===== config.mk =====
export PLATFORM = sky130hd
export DESIGN_NAME = button_hold_repeat_events_core
export DESIGN_NICKNAME = d
export VERILOG_FILES = /design/src/hw/rtl/bhre_pkg.sv /design/src/hw/rtl/bhre_step.sv /design/src/hw/rtl/button_hold_repeat_events_core.sv
export SDC_FILE = /design/constraint.sdc
export NUM_CORES = 1
export LEC_CHECK = 0
export BUFFER_PORTS_ARGS = -buffer_cell sky130_fd_sc_hd__buf_2
export CAP_MARGIN = 0
export CORE_UTILIZATION = 65
export DETAILED_ROUTE_END_ITERATION = 6
export GPL_TIMING_DRIVEN = 1
export MAX_ROUTING_LAYER = met4
export PLACE_DENSITY = 0.82
export REMOVE_ABC_BUFFERS = 1
export SLEW_MARGIN = 10
export SYNTH_ARGS = -nofsm -noshare
export SYNTH_HDL_FRONTEND = slang
export SYNTH_HIERARCHICAL = 1
export SYNTH_SLANG_ARGS = --single-unit

===== constraint.sdc =====
create_clock -name clk -period 7.5 [get_ports clk]
set_input_delay 1.125 -clock clk [delete_from_list [all_inputs] [get_ports clk]]
set_output_delay 1.125 -clock clk [all_outputs]
set_load 0.01 [all_outputs]

===== src/hw/rtl/bhre_pkg.sv =====
`timescale 1ns / 1ps

package bhre_pkg;

  localparam int unsigned TimeWidth  = 32;
  localparam int unsigned CountWidth = 8;
  localparam int unsigned CfgWidth   = 16;

  localparam logic [CountWidth-1:0] CountMax = '1;

  localparam logic [CfgWidth-1:0] DebounceReset     = 16'd0;
  localparam logic                PressedLevelReset = 1'b0;
  localparam logic [CfgWidth-1:0] HoldIntervalReset = 16'd1000;
  localparam logic [CfgWidth-1:0] RepeatWindowReset = 16'd500;

  typedef enum logic [1:0] {
    REG_DEBOUNCE_TIME = 2'd0,
    REG_PRESSED_LEVEL = 2'd1,
    REG_HOLD_INTERVAL = 2'd2,
    REG_REPEAT_WINDOW = 2'd3
  } bhre_reg_t;

  typedef enum logic {
    EV_PRESS_OR_HOLD = 1'b0,
    EV_RELEASE       = 1'b1
  } bhre_event_t;

  typedef struct packed {
    logic [CfgWidth-1:0] debounce_time;
    logic                pressed_level;
    logic [CfgWidth-1:0] hold_period;
    logic [CfgWidth-1:0] repeat_window;
  } bhre_cfg_t;

  typedef struct packed {
    logic [TimeWidth-1:0]  time_now;
    logic [TimeWidth-1:0]  last_event_time;
    logic [TimeWidth-1:0]  press_start_time;
    logic                  press_timing_valid;
    logic [TimeWidth-1:0]  release_stamp;
    logic                  release_valid;
    logic                  is_pressed;
    logic [CountWidth-1:0] hold_counter;
    logic [CountWidth-1:0] repeat_counter;
  } bhre_state_t;

  typedef struct packed {
    bhre_event_t           event_kind;
    logic [CountWidth-1:0] hold_count;
    logic [CountWidth-1:0] repeat_count;
  } bhre_result_t;

endpackage


===== src/hw/rtl/bhre_step.sv =====
`timescale 1ns / 1ps

module bhre_step (
  input  bhre_pkg::bhre_state_t  state_i,
  input  bhre_pkg::bhre_cfg_t    cfg_i,
  input  logic                   pin_level_i,
  output bhre_pkg::bhre_state_t  state_nxt_o,
  output logic                   res_valid_o,
  output bhre_pkg::bhre_result_t res_o
);
  import bhre_pkg::*;

  logic [TimeWidth-1:0] t_now;
  logic [TimeWidth-1:0] since_event;
  logic [TimeWidth-1:0] since_press;
  logic [TimeWidth-1:0] since_release;
  logic                 down;
  logic                 ignored;
  logic                 hold_due;
  logic                 quick_repeat;

  assign t_now         = state_i.time_now + TimeWidth'(1);
  assign since_event   = t_now - state_i.last_event_time;
  assign since_press   = t_now - state_i.press_start_time;
  assign since_release = t_now - state_i.release_stamp;
  assign down          = (pin_level_i == cfg_i.pressed_level);
  assign ignored       = since_event < TimeWidth'(cfg_i.debounce_time);
  assign hold_due      = state_i.press_timing_valid &&
                         (since_press >= TimeWidth'(cfg_i.hold_period));
  assign quick_repeat  = since_release <= TimeWidth'(cfg_i.repeat_window);

  always_comb begin
    state_nxt_o          = state_i;
    state_nxt_o.time_now = t_now;
    res_valid_o          = 1'b0;
    res_o.event_kind     = EV_PRESS_OR_HOLD;
    res_o.hold_count     = state_i.hold_counter;
    res_o.repeat_count   = state_i.repeat_counter;
    priority if (ignored) begin
    end else if (state_i.is_pressed && !down) begin
      state_nxt_o.press_timing_valid = 1'b0;
      state_nxt_o.release_stamp      = t_now;
      state_nxt_o.release_valid      = 1'b1;
      state_nxt_o.is_pressed         = 1'b0;
      state_nxt_o.hold_counter       = '0;
      state_nxt_o.last_event_time    = t_now;
      res_valid_o                    = 1'b1;
      res_o.event_kind               = EV_RELEASE;
    end else if (state_i.is_pressed && hold_due) begin
      if (state_i.hold_counter < CountMax) begin
        state_nxt_o.press_start_time = t_now;
        state_nxt_o.hold_counter     = state_i.hold_counter + CountWidth'(1);
      end else begin
        state_nxt_o.press_timing_valid = 1'b0;
      end
      state_nxt_o.last_event_time = t_now;
      res_valid_o                 = 1'b1;
      res_o.hold_count            = state_nxt_o.hold_counter;
    end else if (!state_i.is_pressed && down) begin
      state_nxt_o.press_start_time   = t_now;
      state_nxt_o.press_timing_valid = 1'b1;
      state_nxt_o.is_pressed         = 1'b1;
      if (state_i.release_valid) begin
        if (quick_repeat) begin
          if (state_i.repeat_counter < CountMax) begin
            state_nxt_o.repeat_counter = state_i.repeat_counter + CountWidth'(1);
          end
        end else begin
          state_nxt_o.repeat_counter = '0;
        end
        state_nxt_o.release_valid = 1'b0;
      end
      state_nxt_o.last_event_time = t_now;
      res_valid_o                 = 1'b1;
      res_o.repeat_count          = state_nxt_o.repeat_counter;
    end else begin
    end
  end

endmodule


===== src/hw/rtl/button_hold_repeat_events_core.sv =====
`timescale 1ns / 1ps
// Button event generator: debounce, press, periodic hold and release events.
// The input channel takes one beat per millisecond tick carrying the sampled
// pin level; the result channel delivers zero or one event beat per tick.
// A tick is accepted in every cycle while the two-entry output buffer has
// room, so the sustained rate is one tick per cycle. The state update and the
// event decision for a tick are made in the cycle it is accepted, and its
// event beat is registered into the output register or the skid entry.
// When the receiver stalls, one further event beat is held in a skid entry;
// while that entry is full the input is not ready. Ticks that raise no event
// are still accepted as long as room remains.
// Configuration is written through the cfg_ port at any edge with cfg_we high,
// and should only be changed while the block is idle.
// A synchronous active-low reset clears the time base, the press and release
// tracking and both counters, empties the output buffer and loads the
// register defaults: debounce 0, pressed level 0, hold interval 1000 ms and
// repeat window 500 ms.
module button_hold_repeat_events_core (
  input  logic                          clk,
  input  logic                          rst_n,
  input  logic                          cfg_we,
  input  logic [1:0]                    cfg_index,
  input  logic [bhre_pkg::CfgWidth-1:0] cfg_wdata,
  input  logic                          in_valid,
  output logic                          in_ready,
  input  logic                          in_pin_level,
  output logic                          out_valid,
  input  logic                          out_ready,
  output logic                          out_event_kind,
  output logic [7:0]                    out_hold_count,
  output logic [7:0]                    out_repeat_count
);
  import bhre_pkg::*;

  bhre_cfg_t    cfg_r;
  bhre_state_t  state_r;
  bhre_state_t  state_nxt;
  logic         res_valid;
  bhre_result_t res;
  logic         out_valid_r;
  bhre_result_t out_r;
  logic         skid_valid_r;
  bhre_result_t skid_r;
  logic         in_fire;
  logic         out_fire;
  logic         new_res;

  bhre_step u_step (
    .state_i     (state_r),
    .cfg_i       (cfg_r),
    .pin_level_i (in_pin_level),
    .state_nxt_o (state_nxt),
    .res_valid_o (res_valid),
    .res_o       (res)
  );

  assign in_ready = !skid_valid_r;
  assign in_fire  = in_valid && in_ready;
  assign out_fire = out_valid_r && out_ready;
  assign new_res  = in_fire && res_valid;

  always_ff @(posedge clk) begin
    if (!rst_n) begin
      cfg_r.debounce_time <= DebounceReset;
      cfg_r.pressed_level <= PressedLevelReset;
      cfg_r.hold_period   <= HoldIntervalReset;
      cfg_r.repeat_window <= RepeatWindowReset;
    end else if (cfg_we) begin
      unique case (bhre_reg_t'(cfg_index))
        REG_DEBOUNCE_TIME: cfg_r.debounce_time <= cfg_wdata;
        REG_PRESSED_LEVEL: cfg_r.pressed_level <= cfg_wdata[0];
        REG_HOLD_INTERVAL: cfg_r.hold_period   <= cfg_wdata;
        REG_REPEAT_WINDOW: cfg_r.repeat_window <= cfg_wdata;
        default: begin
        end
      endcase
    end
  end

  always_ff @(posedge clk) begin
    if (!rst_n) begin
      state_r <= '0;
    end else if (in_fire) begin
      state_r <= state_nxt;
    end
  end

  always_ff @(posedge clk) begin
    if (!rst_n) begin
      out_valid_r  <= 1'b0;
      skid_valid_r <= 1'b0;
    end else if (skid_valid_r) begin
      if (out_fire) begin
        skid_valid_r <= 1'b0;
      end
    end else if (out_valid_r && !out_ready) begin
      if (new_res) begin
        skid_valid_r <= 1'b1;
      end
    end else begin
      out_valid_r <= new_res;
    end
  end

  always_ff @(posedge clk) begin
    if (skid_valid_r) begin
      if (out_fire) begin
        out_r <= skid_r;
      end
    end else if (out_valid_r && !out_ready) begin
      if (new_res) begin
        skid_r <= res;
      end
    end else if (new_res) begin
      out_r <= res;
    end
  end

  assign out_valid        = out_valid_r;
  assign out_event_kind   = out_r.event_kind;
  assign out_hold_count   = out_r.hold_count;
  assign out_repeat_count = out_r.repeat_count;

endmodule


==> run metrics, run 1 <==
outcome=completed; critical path class=reg -> reg; simple-gate portion of the synthesized area=0.201; Tmin final=7.07 ns; TritonCTS Sinks=232; cts bufs inserted=26; worst min-delay path category=reg -> reg; gr usage total=0.351; end-of-flow core utilization=0.719; grt ovf=0; Final Hold Fails=0; Pwr Total=3330 uW; WL per Instance=18.2 um; DR iter-0 viols=1653; fin. max-slew vios=0; routed wire length=49.2 mm; Ys Warns=6; final routed DRC violation total=0; CTS tree=built; hpwl dp=36.3 mm; largest family of logic cells by synthesized area=compound AO/OA/AOI/OAI gates; vias in the first global route=15.6k; Die ar.=28700 um^2; area of the core=27300 um^2; startpoint types=register; mux contribution to synthesized area=0.0880; filler-free cell count of the finished design=2701; Die Wd=169 um; first-pass GRT wire length=79.1 mm; final setup fails=0; Detail Route Antenna Nets=0; fin crit share=0.943; #FFs+latches synth=232; RSZ-0062 raised after global routing=no; Mapped Cells=2311; vias post-DR=16.7k; Setup Fix Bufs, Post-CTS=0; Ant. Diodes=0; Die Y=169 um; H-tree depth=1; power density cells=170 nW/um^2; post-synthesis xor/xnor area fraction=0.0438; Final nets=2479; sequential area share after synthesis=0.274; Initial Utilization=0.668; Worst Path Required=7.92 ns; clock root cell=clkbuf_16; CP Max Fanout=32; Least-Margin Pin Slew=1.05 ns; adder-cell share of the synthesized area=0.102; Synth Cell Area=18200 um^2; Layout area overhead=7.53%; Row Count=60; ratio of cells with drive above 1 in the final layout=0.121; Layout Skew=0.0151 ns; Static Leak=0.00817 uW; vias per cell=6.18; Placer Congestion=1.01; fillcell total=2241; Top Ports=43; R2R cell count=27; Hold Path Stages=2; worst skew pair latency=0.54 ns; WP data arrival=7.49 ns; largest net degree at the start of global routing=175; Mean Syn Cell Area=7.88 um^2; Slew HR=0.298; total of max-cap violations=0; Yosys cell types=78; DR pass1 iterations=6; area fraction in compound gates after synthesis=0.221; CTS Buffer Depth=3; number of flops mapped to enable cells by yosys=34; setup TNS=0 ns; peak supply drop=0.000238 V; DP Cell Count=2653; clk slew on worst S/H paths=0.06 ns; initial antenna violation count=1; fmax=141 MHz; top_reg_cell synth=dfxtp_1; fraction of registers with async set/reset=0; IO Port Bufs=42; Setup crit end kind=register
==> synth_stat cells (29+ instances only) <==
cell,n,area share
mux2_4,29,0.024
nor2_1,98,0.020
nand2_1,431,0.089
o21ai_0,108,0.030
buf_2,45,0.012
inv_1,182,0.038
nor3_1,32,0.0088
a21oi_1,127,0.035
nand4_1,46,0.016
xnor2_1,62,0.030
dfxtp_1,198,0.22
nand3_1,79,0.022
a21boi_0,156,0.064
edfxtp_1,34,0.056
clkbuf_1,50,0.010
ha_1,143,0.098
mux2_2,85,0.053
==> path summary, 6_finish.rpt <==
path,startpoint,end,slack [ns]
min reg2reg,state_r[19],state_r[19],0.46
max,state_r[115],state_r[51],0.43
max reg2reg,state_r[115],state_r[51],0.43
min,state_r[19],state_r[19],0.46
==> registers in the layout, indices dropped and copies added, names as in the netlist <==
register,cells
cfg_r,49
skid_valid_r,1
state_r,147
skid_r,17
out_event_kind,1
out_valid,1
out_repeat_count,8
out_hold_count,8
==> through the flow <==
step           worst slack [ns]  hold slack, ns  area [um^2]
3_5_place_dp              0.410           0.458        18700
2_1_floorplan            -0.247           0.438        17600
6_report                  0.431           0.465        19600
4_1_cts                   0.346           0.467        19600
3_3_place_gp              0.640           0.448        18700
5_1_grt                  0.0642           0.485        19600
==> power by group <==
group,switching (uW),leakage (uW),internal (uW)
Clock,533,0.000429,801
Sequential,17.7,0.00191,1290
Combinational,410,0.00584,280
Total,961,0.00817,2370
==> placed cells by master, fill, tap and decap left out, types with 16 or more instances in the layout <==
cell / count
buf_2: 41
dfxtp_1: 198
mux2_4: 29
mux2i_1: 21
nand4_1: 46
o21a_1: 26
o21ai_2: 16
a21o_1: 24
and3_1: 21
inv_1: 182
nor2_1: 97
a211oi_1: 16
o211ai_1: 17
mux2_2: 85
nor3_1: 32
ha_1: 143
nand2_1: 431
o21ai_0: 108
xor2_1: 26
a31oi_1: 19
a21oi_1: 127
nand2b_1: 19
clkbuf_16: 27
a21boi_0: 156
nand3_1: 79
buf_4: 45
xnor2_1: 62
edfxtp_1: 34
==> per-layer routing <==
metal,share of wire,global-route usage,vias to the layer above
met4,0.024,0.0956,0
met3,0.055,0.0310,80
li1,-,-,8140
met5,0,-,-
met2,0.45,0.549,512
met1,0.47,0.485,7969
==> cell type report <==
cell class | count | area, um^2 | share of cell area
multi-input combinational | 1778 | 12000 | 0.611
sequential | 232 | 4980 | 0.255
clock buffer | 37 | 753 | 0.0385
inverter | 183 | 687 | 0.0351
timing repair buffer | 88 | 583 | 0.0298
tap | 372 | 465 | 0.0238
clock inverter | 11 | 136 | 0.00696
==> critical path, stage by stage (launching register included) <==
cell and delay, ns:
dfxtp_1 0.48, ha_1 0.24, nand3_1 0.18, nor2_1 0.18
xor2_1 0.39, ha_1 0.40, a211oi_1 0.29, o21ai_0 0.16
nand2_1 0.10, a21boi_0 0.39, o21ai_0 0.20, xor2_1 0.17
ha_1 0.31, a21o_1 0.19, a21o_1 0.17, a22oi_1 0.18
o211ai_1 0.11, or3_1 0.37, or4_1 0.44, a2111oi_2 0.37
o2111ai_1 0.25, buf_4 0.25, a31oi_1 0.15, or3_2 0.16
buf_12 0.26, mux2_2 0.37, nand2_1 0.05, a21boi_0 0.09
==> logic make-up after synthesis <==
| family | Yosys count |
|---|---|
| and+or+nand+nor | 805 |
| AOI/OAI and AO/OA | 603 |
| buffers and inverters | 301 |
| DFF | 232 |
| adders and majority gates | 146 |
| muxes | 135 |
| xor gates and xnor gates | 89 |
==> timing repair <==
item / in CTS / in global routing
hold buffers: 0 / 0
hold endpoints to repair: 0 / 0
gates resized for setup: 0 / 3
setup endpoints to repair: 0 / 101
No activity file was read; power rests on OpenSTA's default activity.
==> run 2: changes to the inputs <==
PLACE_DENSITY = 0.89   (was 0.82)
==> run metrics, run 2 (same netlist as run 1, synthesis figures left out) <==
outcome=completed; Biggest register=state_r; Clock Power Share=0.385 (-0.015); Die ar.=28700 um^2 (unchanged); vias in the first global route=15.9k (+2.4%); worst min-delay path category=reg -> reg; routed wire length=50.5 mm (+2.8%); Die Y=169 um (unchanged); combinational fraction of design power=0.212 (+0.005); IO Port Bufs=42 (unchanged); commonest cells after routing, fill and taps aside=nand2_1, dfxtp_1, inv_1, a21boi_0, ha_1; area of the core=27300 um^2 (unchanged); Least-Margin Pin Slew=1.22 ns (+0.176 ns); fin. max-slew vios=0 (unchanged); CP Max Fanout=32 (unchanged); total of max-cap violations=0 (unchanged); CTS tree=built; DR iter-0 viols=1736 (+5.0%); P_int=2280 uW (-4.0%); Layout area overhead=7.24%; fmax=140 MHz (-0.71%); Psw=972 uW (+1.2%); Setup crit end kind=register; Stages on worst setup path=27 (unchanged); startpoint types=register; # resized after CTS=0 (unchanged); gr usage total=0.358 (+0.00722); Die Wd=169 um (unchanged); hpwl dp=37.0 mm (+1.9%); Tmin final=7.12 ns (+0.0506 ns); Setup Fix Bufs, Post-CTS=0 (unchanged); Worst Path Required=7.92 ns (about the same); Detail Route Antenna Nets=0 (unchanged); H-tree depth=1 (unchanged); Ant. Diodes=0 (unchanged); CTS Buffer Depth=3 (unchanged); Hold Path Stages=2 (unchanged); Final Hold Fails=0 (unchanged); vias post-DR=17.0k (+2.0%); Setup WS pre-CTS=0.355 ns (-0.0546 ns); critical path class=reg -> reg; Initial Utilization=0.668 (unchanged); power density cells=166 nW/um^2 (-2.2%); peak supply drop=0.000180 V (-25%); R2R cell count=27 (unchanged); # hold bufs at CTS=0 (unchanged); Top Ports=43 (unchanged); Static Leak=0.00817 uW (about the same); PnR worst setup slack=0.380 ns (-0.0506 ns); sw frac=0.299 (+0.0109); clock root cell=clkbuf_16; vias per cell=6.30 (+2.0%); max reg flops=147 (unchanged); initial antenna violation count=0 (-1); WL per Instance=18.7 um (+2.7%); register share of total power=0.403 (+0.011); Pwr Total=3250 uW (-2.5%); cts bufs inserted=27 (+3.8%); slowest stage delay, CP=0.49 ns (about the same); delay-heaviest family, CP=compound AO/OA/AOI/OAI gates; Placer Congestion=0.998 (-1.2%); Slew HR=0.162 (-0.136); TritonCTS Sinks=232 (unchanged); most used cell, CP=ha_1; final setup fails=0 (unchanged); DR pass1 iterations=6 (unchanged); largest registers in the final layout=state_r x147, cfg_r x49, skid_r x17; Critical path buffers and inverters=2 (unchanged); ratio of cells with drive above 1 in the final layout=0.122 (+0.000754); Layout Skew=0.0148 ns (-0.000287 ns); clk slew on worst S/H paths=0.06 ns (about the same); Row Count=60 (unchanged); worst skew pair latency=0.55 ns (about the same); largest net degree at the start of global routing=85 (-51%); first-pass GRT wire length=80.8 mm (+2.1%); Final nets=2482 (+0.12%); grt ovf=0 (unchanged); Slowest cell on crit path=dfxtp_1; commonest non-fill, non-tap cell in the layout=nand2_1; WP data arrival=7.54 ns (+0.05 ns); final routed DRC violation total=0 (unchanged); fin crit share=0.949 (+0.00674)
[run 2: cell types whose count changed in the layout (fill, tap and decap cells not counted), moves of 2 or more]
| cell | delta |
|---|---|
| buf_4 | +3 |
| bufinv_16 | -3 |
| clkbuf_1 | -3 |
| clkinv_1 | +3 |
| clkinv_4 | +3 |
| clkinvlp_4 | -2 |
[run 2: through the flow]
| stage | instances | instance area (um^2) | utilization | hold slack (ns) | setup TNS [ns] |
|---|---|---|---|---|---|
| 6_report | 2703 | 19500 | 0.717 | 0.456 | 0 |
| 5_1_grt | 2703 | 19500 | 0.717 | 0.476 | -0.0226 |
| 4_1_cts | 2703 | 19500 | 0.716 | 0.458 | 0 |
| 3_5_place_dp | 2655 | 18700 | 0.686 | 0.450 | 0 |
| 3_3_place_gp | 2655 | 18700 | 0.686 | 0.446 | 0 |
| 2_1_floorplan | 2193 | 17600 | - | 0.438 | -4.20 |
[run 2: power by group through the flow]
stage	logic [uW]	registers (uW)	clock network, uW
3_3_place_gp	651	1330	0
3_5_place_dp	668	1330	0
2_1_floorplan	458	1340	0
5_1_grt	743	1310	1300
4_1_cts	673	1310	1250
6_report	688	1310	1250
[run 2: cell type report]
class                      count  area, um^2
multi-input combinational   1778       12000
fill                        2130        7720
sequential                   232        4980
clock buffer                  35         756
clock inverter                13        77.6
tap                          372         465
timing repair buffer          90         586
inverter                     183         687
[run 2: path summary, 6_finish.rpt]
kind	slack (ns)	from	end
max	0.38	state_r[115]	state_r[53]
min	0.46	cfg_r[44]	cfg_r[44]
max reg2reg	0.38	state_r[115]	state_r[53]
min reg2reg	0.46	cfg_r[44]	cfg_r[44]
[run 2: worst min-delay path: cells and delay by family (launching register included)]
kind,cells,cell delay (ns)
flops,1,0.32
simple gates,1,0.06
compound gates,1,0.04
[run 2: metal layers]
| metal | GRT usage | routed length [um] | part of all wire | up-vias |
|---|---|---|---|---|
| met5 | - | 0 | 0 | - |
| met4 | 0.130 | 1700 | 0.034 | 0 |
| met3 | 0.0380 | 3630 | 0.072 | 127 |
| met2 | 0.570 | 22900 | 0.45 | 730 |
| met1 | 0.471 | 22300 | 0.44 | 8043 |
| li1 | - | - | - | 8140 |
